`src/rtl/core/lzss_pkg.sv`:
```
`timescale 1ns / 1ps
// ----------------------------------------------------------------------------
// lzss_pkg: shared types and constants of the LZSS stream decompressor
// Ring geometry, match limits, sequencer states and the ring request bundle.
// ----------------------------------------------------------------------------
package lzss_pkg;

  // History ring geometry
  localparam int unsigned RingSize = 4096;
  localparam int unsigned RingAw   = $clog2(RingSize);
  localparam int unsigned MaxMatch = 18;
  localparam int unsigned MinMatch = 3;
  localparam int unsigned LenW     = $clog2(MaxMatch + 1);
  localparam int unsigned FillW    = RingAw + 1;

  // Start of a stream: write position and initial ring contents
  localparam logic [RingAw-1:0] FillStart = RingAw'(RingSize - MaxMatch);
  localparam logic [7:0]        SpaceByte = 8'h20;
  localparam logic [7:0]        ZeroByte  = 8'h00;
  localparam logic [3:0]        FlagCount = 4'd8;

  // Sequencer states
  typedef enum logic [1:0] {
    ST_IDLE,
    ST_DECODE,
    ST_LIT,
    ST_COPY
  } ctrl_state_e;

  // One cycle of ring traffic from the sequencer
  typedef struct packed {
    logic              clear;
    logic              rd_en;
    logic [RingAw-1:0] rd_addr;
    logic              wr_en;
    logic [RingAw-1:0] wr_addr;
    logic [7:0]        wr_data;
  } ring_req_t;

endpackage

```
`src/rtl/core/lzss_stream_if.sv`:
```
`timescale 1ns / 1ps
// ----------------------------------------------------------------------------
// lzss_stream_if: request channels of the LZSS stream decompressor
// Compressed input channel and decompressed output channel, valid/ready.
// ----------------------------------------------------------------------------
interface lzss_in_if;
  logic       valid;
  logic       ready;
  logic [7:0] in_byte;
  logic       new_stream;

  modport source (output valid, output in_byte, output new_stream, input ready);
  modport sink   (input valid, input in_byte, input new_stream, output ready);
endinterface

interface lzss_out_if;
  logic       valid;
  logic       ready;
  logic [7:0] out_byte;
  logic       last_of_run;
  logic       stream_done;

  modport source (output valid, output out_byte, output last_of_run,
                  output stream_done, input ready);
  modport sink   (input valid, input out_byte, input last_of_run,
                  input stream_done, output ready);
endinterface

```
`src/rtl/core/lzss_ctrl.sv`:
```
`timescale 1ns / 1ps
// ----------------------------------------------------------------------------
// lzss_ctrl: parser and copy sequencer
// Decodes flag, literal and reference bytes, steps the ring address unit
// through a match one byte per cycle unless out_o stalls, and holds the output register.
// ----------------------------------------------------------------------------
module lzss_ctrl (
  input  logic                clk_i,
  input  logic                rst_ni,
  lzss_in_if.sink             in_i,
  lzss_out_if.source          out_o,
  input  logic [31:0]         output_length_i,
  output lzss_pkg::ring_req_t ring_req_o,
  input  logic [7:0]          ring_byte_i
);

  localparam int unsigned Aw = lzss_pkg::RingAw;
  localparam int unsigned Lw = lzss_pkg::LenW;

  lzss_pkg::ctrl_state_e state_q, state_d;

  logic [7:0]    byte_q, byte_d;
  logic [Aw-1:0] wr_pos_q, wr_pos_d;
  logic [7:0]    flag_bits_q, flag_bits_d;
  logic [3:0]    flags_left_q, flags_left_d;
  logic          ref_phase_q, ref_phase_d;
  logic [7:0]    pos_low_q, pos_low_d;
  logic [31:0]   bytes_left_q, bytes_left_d;
  logic          finished_q, finished_d;
  logic [Aw-1:0] rd_ptr_q, rd_ptr_d;
  logic [Lw-1:0] rd_left_q, rd_left_d;
  logic [Lw-1:0] cnt_q, cnt_d;
  logic          pend_q, pend_d;
  logic          out_valid_q, out_valid_d;
  logic [7:0]    out_byte_q, out_byte_d;
  logic          out_last_q, out_last_d;
  logic          out_done_q, out_done_d;

  logic          accept;
  logic          slot_free;
  logic          halted;
  logic          copy_emit;
  logic          copy_stop;
  logic          emit_en;
  logic [7:0]    emit_byte;
  logic          emit_last;
  logic [Lw-1:0] ref_len;

  assign accept    = in_i.valid && in_i.ready;
  assign in_i.ready = (state_q == lzss_pkg::ST_IDLE);
  assign slot_free = !out_valid_q || out_o.ready;
  assign halted    = finished_q || (bytes_left_q == 32'd0);
  assign copy_emit = pend_q && slot_free;
  assign copy_stop = (cnt_q == Lw'(1)) || (bytes_left_q == 32'd1);
  assign ref_len   = Lw'(byte_q[3:0]) + Lw'(lzss_pkg::MinMatch);

  // Next state
  always_comb begin
    state_d = state_q;
    unique case (state_q)
      lzss_pkg::ST_IDLE: begin
        if (accept) begin
          state_d = lzss_pkg::ST_DECODE;
        end
      end
      lzss_pkg::ST_DECODE: begin
        if (halted) begin
          state_d = lzss_pkg::ST_IDLE;
        end else if (ref_phase_q) begin
          state_d = lzss_pkg::ST_COPY;
        end else if (flags_left_q != 4'd0 && flag_bits_q[0]) begin
          state_d = lzss_pkg::ST_LIT;
        end else begin
          state_d = lzss_pkg::ST_IDLE;
        end
      end
      lzss_pkg::ST_LIT: begin
        if (slot_free) begin
          state_d = lzss_pkg::ST_IDLE;
        end
      end
      lzss_pkg::ST_COPY: begin
        if (copy_emit && copy_stop) begin
          state_d = lzss_pkg::ST_IDLE;
        end
      end
      default: state_d = lzss_pkg::ST_IDLE;
    endcase
  end

  // Datapath and ring traffic
  always_comb begin
    byte_d       = byte_q;
    wr_pos_d     = wr_pos_q;
    flag_bits_d  = flag_bits_q;
    flags_left_d = flags_left_q;
    ref_phase_d  = ref_phase_q;
    pos_low_d    = pos_low_q;
    bytes_left_d = bytes_left_q;
    finished_d   = finished_q;
    rd_ptr_d     = rd_ptr_q;
    rd_left_d    = rd_left_q;
    cnt_d        = cnt_q;
    pend_d       = pend_q;
    emit_en      = 1'b0;
    emit_byte    = byte_q;
    emit_last    = 1'b0;
    ring_req_o   = '0;

    unique case (state_q)
      lzss_pkg::ST_IDLE: begin
        // Take the request, restart the stream when asked
        if (accept) begin
          byte_d = in_i.in_byte;
          if (in_i.new_stream) begin
            wr_pos_d         = lzss_pkg::FillStart;
            flag_bits_d      = '0;
            flags_left_d     = '0;
            ref_phase_d      = 1'b0;
            pos_low_d        = '0;
            bytes_left_d     = output_length_i;
            finished_d       = 1'b0;
            ring_req_o.clear = 1'b1;
          end
        end
      end
      lzss_pkg::ST_DECODE: begin
        if (!halted) begin
          if (ref_phase_q) begin
            // Second reference byte: load the copy
            ref_phase_d  = 1'b0;
            flag_bits_d  = {1'b0, flag_bits_q[7:1]};
            flags_left_d = flags_left_q - 4'd1;
            rd_ptr_d     = {byte_q[7:4], pos_low_q};
            rd_left_d    = ref_len;
            cnt_d        = ref_len;
            pend_d       = 1'b0;
          end else if (flags_left_q == 4'd0) begin
            flag_bits_d  = byte_q;
            flags_left_d = lzss_pkg::FlagCount;
          end else if (flag_bits_q[0]) begin
            flag_bits_d  = {1'b0, flag_bits_q[7:1]};
            flags_left_d = flags_left_q - 4'd1;
          end else begin
            pos_low_d   = byte_q;
            ref_phase_d = 1'b1;
          end
        end
      end
      lzss_pkg::ST_LIT: begin
        emit_en   = slot_free;
        emit_byte = byte_q;
        emit_last = 1'b1;
      end
      lzss_pkg::ST_COPY: begin
        emit_en   = copy_emit;
        emit_byte = ring_byte_i;
        emit_last = copy_stop;
        if (copy_emit) begin
          cnt_d  = cnt_q - Lw'(1);
          pend_d = 1'b0;
        end
        // Issue the next ring read once the held byte is gone
        if (rd_left_q != '0 && (!pend_q || copy_emit) && !(copy_emit && copy_stop)) begin
          ring_req_o.rd_en   = 1'b1;
          ring_req_o.rd_addr = rd_ptr_q;
          rd_ptr_d           = rd_ptr_q + 1'b1;
          rd_left_d          = rd_left_q - Lw'(1);
          pend_d             = 1'b1;
        end
      end
      default: ;
    endcase

    // Write the emitted byte back to the ring and count it
    if (emit_en) begin
      ring_req_o.wr_en   = 1'b1;
      ring_req_o.wr_addr = wr_pos_q;
      ring_req_o.wr_data = emit_byte;
      wr_pos_d           = wr_pos_q + 1'b1;
      bytes_left_d       = bytes_left_q - 32'd1;
      if (bytes_left_q == 32'd1) begin
        finished_d = 1'b1;
      end
    end
  end

  // Output register
  always_comb begin
    out_valid_d = out_valid_q && !out_o.ready;
    out_byte_d  = out_byte_q;
    out_last_d  = out_last_q;
    out_done_d  = out_done_q;
    if (emit_en) begin
      out_valid_d = 1'b1;
      out_byte_d  = emit_byte;
      out_last_d  = emit_last;
      out_done_d  = (bytes_left_q == 32'd1);
    end
  end

  always_ff @(posedge clk_i or negedge rst_ni) begin
    if (!rst_ni) begin
      state_q      <= lzss_pkg::ST_IDLE;
      wr_pos_q     <= lzss_pkg::FillStart;
      flag_bits_q  <= '0;
      flags_left_q <= '0;
      ref_phase_q  <= 1'b0;
      pos_low_q    <= '0;
      bytes_left_q <= '0;
      finished_q   <= 1'b0;
      rd_left_q    <= '0;
      cnt_q        <= '0;
      pend_q       <= 1'b0;
      out_valid_q  <= 1'b0;
    end else begin
      state_q      <= state_d;
      wr_pos_q     <= wr_pos_d;
      flag_bits_q  <= flag_bits_d;
      flags_left_q <= flags_left_d;
      ref_phase_q  <= ref_phase_d;
      pos_low_q    <= pos_low_d;
      bytes_left_q <= bytes_left_d;
      finished_q   <= finished_d;
      rd_left_q    <= rd_left_d;
      cnt_q        <= cnt_d;
      pend_q       <= pend_d;
      out_valid_q  <= out_valid_d;
    end
  end

  // Payload registers
  always_ff @(posedge clk_i) begin
    byte_q     <= byte_d;
    rd_ptr_q   <= rd_ptr_d;
    out_byte_q <= out_byte_d;
    out_last_q <= out_last_d;
    out_done_q <= out_done_d;
  end

  assign out_o.valid       = out_valid_q;
  assign out_o.out_byte    = out_byte_q;
  assign out_o.last_of_run = out_last_q;
  assign out_o.stream_done = out_done_q;

endmodule
```
`src/flat_wrapper.sv`:
```
// flat-port wrapper written by rule: the top's interface ports become plain ports
module lzss_ctrl_flat 
  (clk_i, rst_ni, output_length_i, ring_req_o, ring_byte_i, in_i_valid, in_i_in_byte, in_i_new_stream, in_i_ready, out_o_valid, out_o_out_byte, out_o_last_of_run, out_o_stream_done, out_o_ready);
  lzss_in_if in_i_i ();
  lzss_out_if out_o_i ();
  input  logic clk_i;
  input  logic rst_ni;
  input  logic [31:0] output_length_i;
  output lzss_pkg::ring_req_t ring_req_o;
  input  logic [7:0] ring_byte_i;
  input wire logic [$bits(in_i_i.valid)-1:0] in_i_valid;
  input wire logic [$bits(in_i_i.in_byte)-1:0] in_i_in_byte;
  input wire logic [$bits(in_i_i.new_stream)-1:0] in_i_new_stream;
  output wire logic [$bits(in_i_i.ready)-1:0] in_i_ready;
  output wire logic [$bits(out_o_i.valid)-1:0] out_o_valid;
  output wire logic [$bits(out_o_i.out_byte)-1:0] out_o_out_byte;
  output wire logic [$bits(out_o_i.last_of_run)-1:0] out_o_last_of_run;
  output wire logic [$bits(out_o_i.stream_done)-1:0] out_o_stream_done;
  input wire logic [$bits(out_o_i.ready)-1:0] out_o_ready;
  assign in_i_i.valid = in_i_valid;
  assign in_i_i.in_byte = in_i_in_byte;
  assign in_i_i.new_stream = in_i_new_stream;
  assign in_i_ready = in_i_i.ready;
  assign out_o_valid = out_o_i.valid;
  assign out_o_out_byte = out_o_i.out_byte;
  assign out_o_last_of_run = out_o_i.last_of_run;
  assign out_o_stream_done = out_o_i.stream_done;
  assign out_o_i.ready = out_o_ready;
  lzss_ctrl u_core (.clk_i(clk_i), .rst_ni(rst_ni), .in_i(in_i_i), .out_o(out_o_i), .output_length_i(output_length_i), .ring_req_o(ring_req_o), .ring_byte_i(ring_byte_i));
endmodule
```
`config.mk`:
```
export PLATFORM = sky130hd
export DESIGN_NAME = lzss_ctrl_flat
export DESIGN_NICKNAME = d
export VERILOG_FILES = /design/src/rtl/core/lzss_pkg.sv /design/src/rtl/core/lzss_stream_if.sv /design/src/rtl/core/lzss_ctrl.sv /design/src/flat_wrapper.sv
export SDC_FILE = /design/constraint.sdc
export NUM_CORES = 1
export LEC_CHECK = 0
export BUFFER_PORTS_ARGS = -buffer_cell sky130_fd_sc_hd__buf_2
export CAP_MARGIN = 10
export CORE_ASPECT_RATIO = 1.5
export CORE_UTILIZATION = 35
export DETAILED_ROUTE_END_ITERATION = 6
export PLACE_DENSITY = 0.52
export SLEW_MARGIN = 10
export SYNTH_ARGS = -nofsm -noshare
export SYNTH_HDL_FRONTEND = slang
export SYNTH_SLANG_ARGS = --single-unit
```
`constraint.sdc`:
```
create_clock -name clk_i -period 5.7 [get_ports clk_i]
set_input_delay 1.14 -clock clk_i [delete_from_list [all_inputs] [get_ports clk_i]]
set_output_delay 1.14 -clock clk_i [all_outputs]
set_load 0.1 [all_outputs]
```
Yosys cells after proc, flatten, opt, wreduce, memory -nomap -nowiden
Index checks and enable logic that the tools add are counted.
{"block": "classes", "n_addsub": 7, "n_eq_ne": 18, "muxes": 71, "reduce_logical": 34}
{"cell": "2-to-1 mux 32 bit", "count": 4}
{"cell": "2-to-1 mux 8 bit", "count": 11}
{"cell": "2-to-1 mux 12 bit", "count": 7}
{"cell": "== test 32 x 1 -> 1 bit, second input constant", "count": 1}
{"cell": "logical NOT 32 bit", "count": 1}
{"cell": "one-hot mux 8 bit (2 select lines)", "count": 2}
{"cell": "subtractor 32 x 1 -> 32 bit, second input constant", "count": 1}
{"cell": "2-to-1 mux 13 bit", "count": 2}
{"cell": "adder 12 x 1 -> 12 bit, second input constant", "count": 2}
{"cell": "2-to-1 mux 4 bit", "count": 6}
{"cell": "one-hot mux 12 bit (2 select lines)", "count": 1}
{"cell": "2-to-1 mux 21 bit", "count": 1}
{"cell": "2-to-1 mux 5 bit", "count": 4}
{"cell": "one-hot mux 5 bit (2 select lines)", "count": 2}
{"cell": "2-to-1 mux 1 bit", "count": 19}
{"cell": "AND reduction 4 bit", "count": 4}
{"cell": "2-to-1 mux 2 bit", "count": 6}
{"cell": "inequality test 2 bit, second input constant", "count": 6}
{"cell": "inequality test 2 x 1 -> 1 bit, second input constant", "count": 5}
{"cell": "nonzero test 2 bit", "count": 5}
{"cell": "subtractor 5 x 1 -> 5 bit, second input constant", "count": 2}
{"cell": "one-hot mux 1 bit (2 select lines)", "count": 4}
{"cell": "one-hot mux 2 bit (4 select lines)", "count": 1}
{"cell": "one-hot mux 4 bit (2 select lines)", "count": 1}
{"cell": "18 further kinds", "count": 32}
{"block": "totals", "register_bits": 110}

Depth between registers and ports, before layout
Gate-level depths: netlist of the first run.
{"block": "logic_depth", "depth_word": 8, "ltp_mapped": 10, "ltp_nobuf": 8}

Least setup slack after synthesis of the first run
No wires, ideal clock.
{"block": "synth_path", "path_type": "register to output", "startpoint": "register u_core.state_q[1]", "endpoint": "output ring_req_o[34] in the netlist's numbering", "t_arrival_ns": 3.644, "t_required_ns": 4.560, "path_slack_ns": 0.916, "path_stages_with_launch": 7, "n_path_buf": 2, "cell_sequence": "dfrtp_1 > clkbuf_1 > nor2_1 > and2_1 > nand2_1 > inv_2 > buf_1"}
{"element": "from (decl)", "line": "lzss_ctrl.sv:20", "source": "lzss_pkg::ctrl_state_e state_q, state_d;"}
{"element": "from (signal assigned)", "line": "lzss_ctrl.sv:204", "source": "state_q <= lzss_pkg::ST_IDLE;"}
{"element": "from (signal assigned)", "line": "lzss_ctrl.sv:217", "source": "state_q <= state_d;"}
{"element": "to (decl)", "line": "flat_wrapper.sv:9", "source": "output lzss_pkg::ring_req_t ring_req_o;"}

==> results of run 1 <==
[cells in the mapped netlist (all sizes together) (3+ instances only)]
library cell  count  share of area [%]
a311oi            4               0.59
nor4b             4               0.59
a31oi             7                1.0
or4b              3               0.57
nor4             13                1.4
nand4             6               0.64
dfrtp            70                 30
edfxtp           30                 15
clkbuf           20                1.3
inv              20                1.3
nor2             27                1.7
and3             10                1.1
a21oi            22                2.1
a41oi             4               0.59
o31a              3               0.59
nand3            21                1.9
o211ai           19                2.4
dfstp            10                4.5
or4               5               0.70
o21ai            50                4.2
o31ai             4               0.51
buf              13                1.5
a221o             9                1.5
nand2b            5               0.53
ha               11                2.3
o311ai           11                1.6
xor2              8                1.2
a22oi            10                1.3
o22ai             3               0.32
nand2           109                6.9
nor3             15                1.3
and2             29                3.1
xnor2             4               0.59
[where the power goes]
part	total [mW]	switching, mW	internal [mW]
registers	1.34	0.254	1.09
logic	1.31	0.904	0.407
clock network	0.644	0.330	0.314
total	3.30	1.49	1.81
[registers in the layout, summed over array words and instances, names as in the netlist]
signal and cells:
u_core.byte_q 8, u_core.bytes_left_q 32, u_core.cnt_q 5, u_core.finished_q 1
u_core.flag_bits_q 8, u_core.flags_left_q 4, u_core.out_o.last_of_run 1, u_core.out_o.out_byte 8
u_core.out_o.stream_done 1, u_core.out_o.valid 1, u_core.pend_q 1, u_core.pos_low_q 8
u_core.rd_left_q 5, u_core.rd_ptr_q 12, u_core.ref_phase_q 1, u_core.state_q 2
u_core.wr_pos_q 12
[layout by cell type, fill, tap and decap left out, types with 3 or more instances in the layout]
master     netlist  final
nand2_1        109    109
buf_2            3     98
dfrtp_1         70     70
o21ai_0         50     50
edfxtp_1        30     30
and2_1          29     29
nor2_1          27     27
a21oi_1         21     21
nand3_1         20     20
inv_1           19     19
o211ai_1        19     19
nor3_1          15     15
nor4_1          13     13
o311ai_0        11     11
ha_1            11     11
a22oi_1         10     10
buf_4            3     10
dfstp_2         10     10
and3_1           9      9
a221o_1          9      9
clkbuf_16        0      9
xor2_1           8      8
nand4_1          6      6
a31oi_1          6      6
nand2b_1         5      5
or4_1            4      4
nor4b_1          4      4
o31ai_1          4      4
xnor2_1          4      4
a311oi_1         4      4
a41oi_1          4      4
o22ai_1          3      3
inv_8            0      3
[per-layer routing]
metal,track usage [%],share of wire [%],vias up
li1,-,-,2449
met1,23.14,42,2382
met2,33.64,52,114
met3,2.273,3.9,16
met4,6.849,1.7,0
met5,0,0,-
[metrics by stage]
stage | instances | instance area [um2]
3_3_place_gp | 896 | 6558
5_1_grt | 912 | 6863
6_report | 912 | 6863
3_5_place_dp | 896 | 6558
4_1_cts | 912 | 6863
2_1_floorplan | 615 | 5896
[worst paths after layout]
| path | from | endpoint |
|---|---|---|
| hold / removal | u_core.pos_low_q[1]$_DFFE_PN0P_ | u_core.pos_low_q[1]$_DFFE_PN0P_ |
| max in group asynchronous | rst_ni | u_core.rd_left_q[2]$_DFFE_PN0P_ |
| hold reg to reg | u_core.pos_low_q[1]$_DFFE_PN0P_ | u_core.pos_low_q[1]$_DFFE_PN0P_ |
| setup reg to reg | u_core.bytes_left_q[6]$_DFFE_PN0P_ | u_core.rd_ptr_q[6]$_DFFE_PP_ |
| min in group asynchronous | rst_ni | u_core.flags_left_q[2]$_DFFE_PN0P_ |
| setup / recovery | u_core.bytes_left_q[6]$_DFFE_PN0P_ | ring_req_o[32] |
[final cells by class]
cell class / count / area [um2]
Sequential cell: 110 / 2915
Tap cell: 206 / 257.7
Fill cell: 1643 / 9469
Inverter: 20 / 75.07
Multi-Input combinational cell: 452 / 2744
Clock buffer: 9 / 225.2
Timing Repair Buffer: 108 / 565.5
Clock inverter: 7 / 80.08
[cell families after synthesis]
family / synth area share, %
AOI/OAI and AO/OA: 19.86
xor gates and xnor gates: 1.783
adders and majority gates: 2.334
buffers and inverters: 4.011
DFF: 49.45
muxes: 0.5306
and+or+nand+nor: 22.03
[critical path, stage by stage (launching register included)]
cell and delay [ns]:
dfrtp_1 0.42, nor4_1 0.63, or4b_1 0.69, o31ai_1 0.30
a21boi_1 0.09, buf_4 0.21, and2_1 0.18, buf_2 0.28
==> metrics.txt, run 1 <==
outcome completed; average cell area after synthesis 9.586 um2; gr usage total 18.94%; I/O pin count 100; Top FF cell, synth dfrtp_1; WHS 0.4829 ns; setup total negative slack 0 ns; Netlist Area Pre-Place 5896 um2; CP endpoint kind output port; Seq/Total Area, Yosys 49.45%; global-route wire length before repair 25540 um; worst reg2reg setup slack 2.36 ns; Post-synth EDFFs 30; Clock Tree Buf Depth 2; Site Rows 57; min Tclk post-route 4.319 ns; total power 3.298 mW; Placer Congestion 0.7771; Pleak 2.937 nW; post_cts resized 0; drt first pass iters 4; Port Buffers 99; TritonCTS clock tree yes; ANT nets after route 0; vias in the first global route 5014; Core Util, Final 42.02%; CTS clk-pin slew, worst paths 0.08 ns; # nets final 765; PwrDens 480.5 nW/um2; Starting Density 36.10%; RSZ-0062 raised after global routing no; chip width 108.0 um; Worst Tran Pin Value 0.9634 ns; Post-Place Worst Slack 1.515 ns; die area 17380 um2; Yosys warning count 0; setup bufs post-CTS 0; ys async rst share 72.73%; # diodes 0; setup slack after layout 1.381 ns; WL/cell 16.91 um; Vias/cell 5.440; final hold violations 0; CTS buffer count 9; largest net degree at the start of global routing 49; startpoint types flip-flop; H-tree depth 3; Gate Count Post-Synth 615; DRC 0; WHS Path Cells 2; Die Ht 161.0 um; Max-cap violations 0; hold_buf cts 0; Worst R2R Path Depth 6; total grt overflow 0; Skew-Pair Late Insertion Delay 0.36 ns; Crit path arrival time 3.18 ns; via count 4961; initial antenna violation count 0; Max-slew headroom 34.87%; share of cells above drive strength 1 21.39%; Post-Syn Nets 679; Synth Register Bits 110; fmax 231.6 MHz; initial DRC count 258; area grow syn2layout 16.40%; Core ar. 16330 um2; kind of critical path reg2out; hold crit path type reg2reg; crit-path max FO 22; synth unique cells 70; CTS root buffer clkbuf_16; worst path required time 4.56 ns; Setup Skew 0.008874 ns; Post-Route WL 15420 um; peak supply drop 0.2773 mV; Final HPWL DP 11100 um; Final period util 75.77%; # setup viols final 0; total clock sinks 110; Final Slew Violations 0
Note: power is estimated with default switching activity, not from simulation.
==> run 2: changes to the inputs <==
- ABC_AREA: not set -> 1
- clock period: 5.7 -> 4.43 ns (I/O delays scaled with it)
==> run 2 against run 1 <==
Via count grew 17%. Design area is 11% higher. Worst setup slack got worse by 0.45 ns. Clock skew up 0.0019 ns. Synthesized area rose by 11%. Register-to-register slack worse by 0.62 ns. Largest cell class is now multi-input gates. Largest power group is now combinational logic. Highest routed layer unchanged.
==> metrics.txt, run 2 <==
Synth Register Bits 110 (unchanged); Netlist Area Pre-Place 6568 um2 (was 5896 um2); commonest cells in the synthesized netlist nand2_1, nor2_1, inv_1 (was nand2_1, dfrtp_1, o21ai_0); fmax 286.2 MHz; synth unique cells 49 (was 70); delay-heaviest family, CP simple AND/OR/NAND/NOR gates (unchanged); Most flops, register u_core.bytes_left_q (unchanged); area leader, netlist dfrtp_1 (unchanged); Top FF cell, synth dfrtp_1 (unchanged); peak supply drop 0.2811 mV (was 0.2773 mV); die area 19330 um2 (was 17380 um2); Post-Syn Nets 936 (was 679); ys async rst share 72.73% (unchanged); global-route wire length before repair 27910 um (was 25540 um); min Tclk post-route 3.495 ns; largest cells by area after synthesis dfrtp_1, edfxtp_1, nand2_1 (unchanged); vias in the first global route 5681 (was 5014); Core ar. 18470 um2 (was 16330 um2); slowest stage delay, CP 0.50 ns (was 0.69 ns); fin area 7616 um2 (was 6863 um2); Worst path depth 5 (was 7); Vias/cell 4.770 (was 5.440); Post-synth EDFFs 30 (unchanged); Final period util 78.89%; Int Pwr 2.535 mW (was 1.809 mW); max FFs per register 32 (unchanged); register share of total power 35.1% (was 40.7%); # diodes 0 (unchanged); WL/cell 14.01 um (was 16.91 um); CTS buffer count 9 (unchanged); TritonCTS clock tree yes (unchanged); dpl cell area 7317 um2 (was 6558 um2); Worst R2R Start u_core.state_q[0]$_DFFE_PN0P_ (was u_core.bytes_left_q[6]$_DFFE_PN0P_); CP endpoint kind output port (unchanged); RSZ-0062 raised after global routing no (unchanged); initial DRC count 292 (was 258); hold crit path type reg2reg (unchanged); reg-to-reg endpoint u_core.rd_ptr_q[1]$_DFFE_PP_ (was u_core.rd_ptr_q[6]$_DFFE_PP_); clock power share 17.0% (was 19.5%); gr usage total 18.66% (was 18.94%); setup total negative slack 0 ns (unchanged); Switching Share 48.87% (was 45.15%); Setup Skew 0.01079 ns (was 0.008874 ns); CTS root buffer clkbuf_16 (unchanged); hold_buf cts 0 (unchanged); setup bufs post-CTS 0 (unchanged); DRC 0 (unchanged); startpoint types flip-flop (unchanged); worst reg2reg setup slack 1.74 ns (was 2.36 ns); Placer Congestion 0.8258 (was 0.7771); Crit path arrival time 2.61 ns (was 3.18 ns); final hold violations 0 (unchanged); chip width 113.8 um (was 108.0 um); CTS clk-pin slew, worst paths 0.08 ns (about the same); Yosys top cell area share 26.67% (was 29.71%); initial antenna violation count 0 (unchanged); critical path cell sequence nand2_1 > inv_1 > nand3_2 > nor2_1 > buf_2 (was nor4_1 > or4b_1 > o31ai_1 > a21boi_1 > buf_4 > and2_1 > buf_2); Yosys warning count 0 (unchanged); crit-path max FO 24 (was 22); post_cts resized 0 (unchanged); Final HPWL DP 12640 um (was 11100 um); Post-Route WL 17120 um (was 15420 um); Worst Tran Pin Value 0.9076 ns (was 0.9634 ns); # nets final 1029 (was 765); most common cell after layout, fill and taps aside nand2_1 (unchanged); average cell area after synthesis 7.532 um2 (was 9.586 um2); Die Ht 169.8 um (was 161.0 um); drt first pass iters 5 (was 4); Max-slew headroom 39.49% (was 34.87%); switching power 2.423 mW (was 1.489 mW); kind of critical path reg2out (unchanged); outcome completed (unchanged); # setup viols final 0 (unchanged); Final Slew Violations 0 (unchanged); Skew-Pair Late Insertion Delay 0.36 ns (about the same); most frequent cells in the layout nand2_1, nor2_1, inv_1 (was nand2_1, buf_2, dfrtp_1); Starting Density 35.56% (was 36.10%); total clock sinks 110 (unchanged); Worst R2R Path Depth 4 (was 6); Seq/Total Area, Yosys 44.39% (was 49.45%); share of cells above drive strength 1 18.25% (was 21.39%); top flop regs u_core.bytes_left_q: 32 flops, u_core.rd_ptr_q: 12 flops, u_core.wr_pos_q: 12 flops (unchanged); largest net degree at the start of global routing 66 (was 49); Pleak 3.698 nW (was 2.937 nW); Hold Crit Endpoint u_core.pos_low_q[0]$_DFFE_PN0P_ (was u_core.pos_low_q[1]$_DFFE_PN0P_); via count 5829 (was 4961); Gate Count Post-Synth 872 (was 615); area grow syn2layout 15.96% (was 16.40%); Comb pwr share 47.9% (was 39.7%); Worst Path Buf+Inv 2 (unchanged); most numerous cell in the Yosys netlist nand2_1 (unchanged); PwrDens 651.0 nW/um2 (was 480.5 nW/um2); Max-cap violations 0 (unchanged); Worst Hold Launch u_core.pos_low_q[0]$_DFFE_PN0P_ (was u_core.pos_low_q[1]$_DFFE_PN0P_); I/O pin count 100 (unchanged); Core Util, Final 41.23% (was 42.02%); H-tree depth 3 (unchanged); worst path required time 3.54 ns (was 4.56 ns); Site Rows 61 (was 57); Clock Tree Buf Depth 2 (unchanged); slowest CP cell nand2_1 (was or4b_1); total grt overflow 0 (unchanged); WHS Path Cells 2 (unchanged); Port Buffers 99 (unchanged); ANT nets after route 0 (unchanged)
## run 2: cell types whose count changed in the layout (fill, tap and decap cells not counted), moves of 12 or more
cell	delta
and2_1	-29
inv_1	+89
nand2_1	+112
nand2_2	+12
nand3_1	+39
nor2_1	+97
nor4_1	-13
## run 2: kinds of logic (layout without fill, tap and decap cells)
logic type | after synthesis | after routing | synth area share, %
buf+inv | 141 | 239 | 8.916
simple gates | 466 | 466 | 30.77
xor+xnor | 17 | 17 | 2.267
fa+ha+maj | 11 | 11 | 2.096
flops | 110 | 110 | 44.39
compound gates | 127 | 127 | 11.56
## run 2: worst max path at each step
stage | start | endpoint | slack, ns
finish | u_core.state_q[0]$_DFFE_PN0P_ | ring_req_o[30] | 0.94
global route | u_core.state_q[0]$_DFFE_PN0P_ | ring_req_o[28] | 0.67
CTS | u_core.state_q[1]$_DFFE_PN0P_ | ring_req_o[30] | 0.87
detailed placement | out_o_ready | ring_req_o[21] | 1.06
global placement | out_o_ready | ring_req_o[21] | 1.14
floorplan | out_o_ready | ring_req_o[0] | 0.03
## run 2: metrics by stage
stage / worst slack, ns / total power, mW / cells / hold WS, ns
final: 0.9354 / 4.958 / 1222 / 0.4715
after global routing: 0.6730 / 5.355 / 1222 / 0.5039
after CTS: 0.8718 / 5.017 / 1222 / 0.4778
after detailed placement: 1.064 / 4.154 / 1206 / 0.4590
after global placement: 1.136 / 4.141 / 1206 / 0.4563
after floorplan: 0.02607 / 3.642 / 872 / 0.4422
## run 2: layer usage
metal  track usage [%]  routed length [um]  up-vias
met3             1.571                 480       16
met4             7.453                 322        0
met5                 0                   0        -
met2             34.89                8838      112
met1             21.70                7473     2706
li1                  -                   -     2995
## run 2: area by class of cell
class	count	area, um2
clock inverter	6	60.06
tap	252	315.3
timing repair buffer	109	588.1
clock buffer	10	239.0
fill	2014	10850
multi-input combinational	621	3069
inverter	114	429.2
sequential	110	2915
## run 2: worst reg2reg max path: cells and delay by family, from the launching register on
kind                   cells  cell delay (ns)
buffers and inverters      1             0.26
DFF                        1             0.45
and+or+nand+nor            3             1.61
## run 2: power groups by stage
stage | Sequential (mW) | Combinational [mW] | Clock [mW]
6_report | 1.74 | 2.38 | 0.842
4_1_cts | 1.74 | 2.41 | 0.872
5_1_grt | 1.79 | 2.66 | 0.898
2_1_floorplan | 1.84 | 1.80 | 0
3_3_place_gp | 1.76 | 2.39 | 0
3_5_place_dp | 1.75 | 2.40 | 0
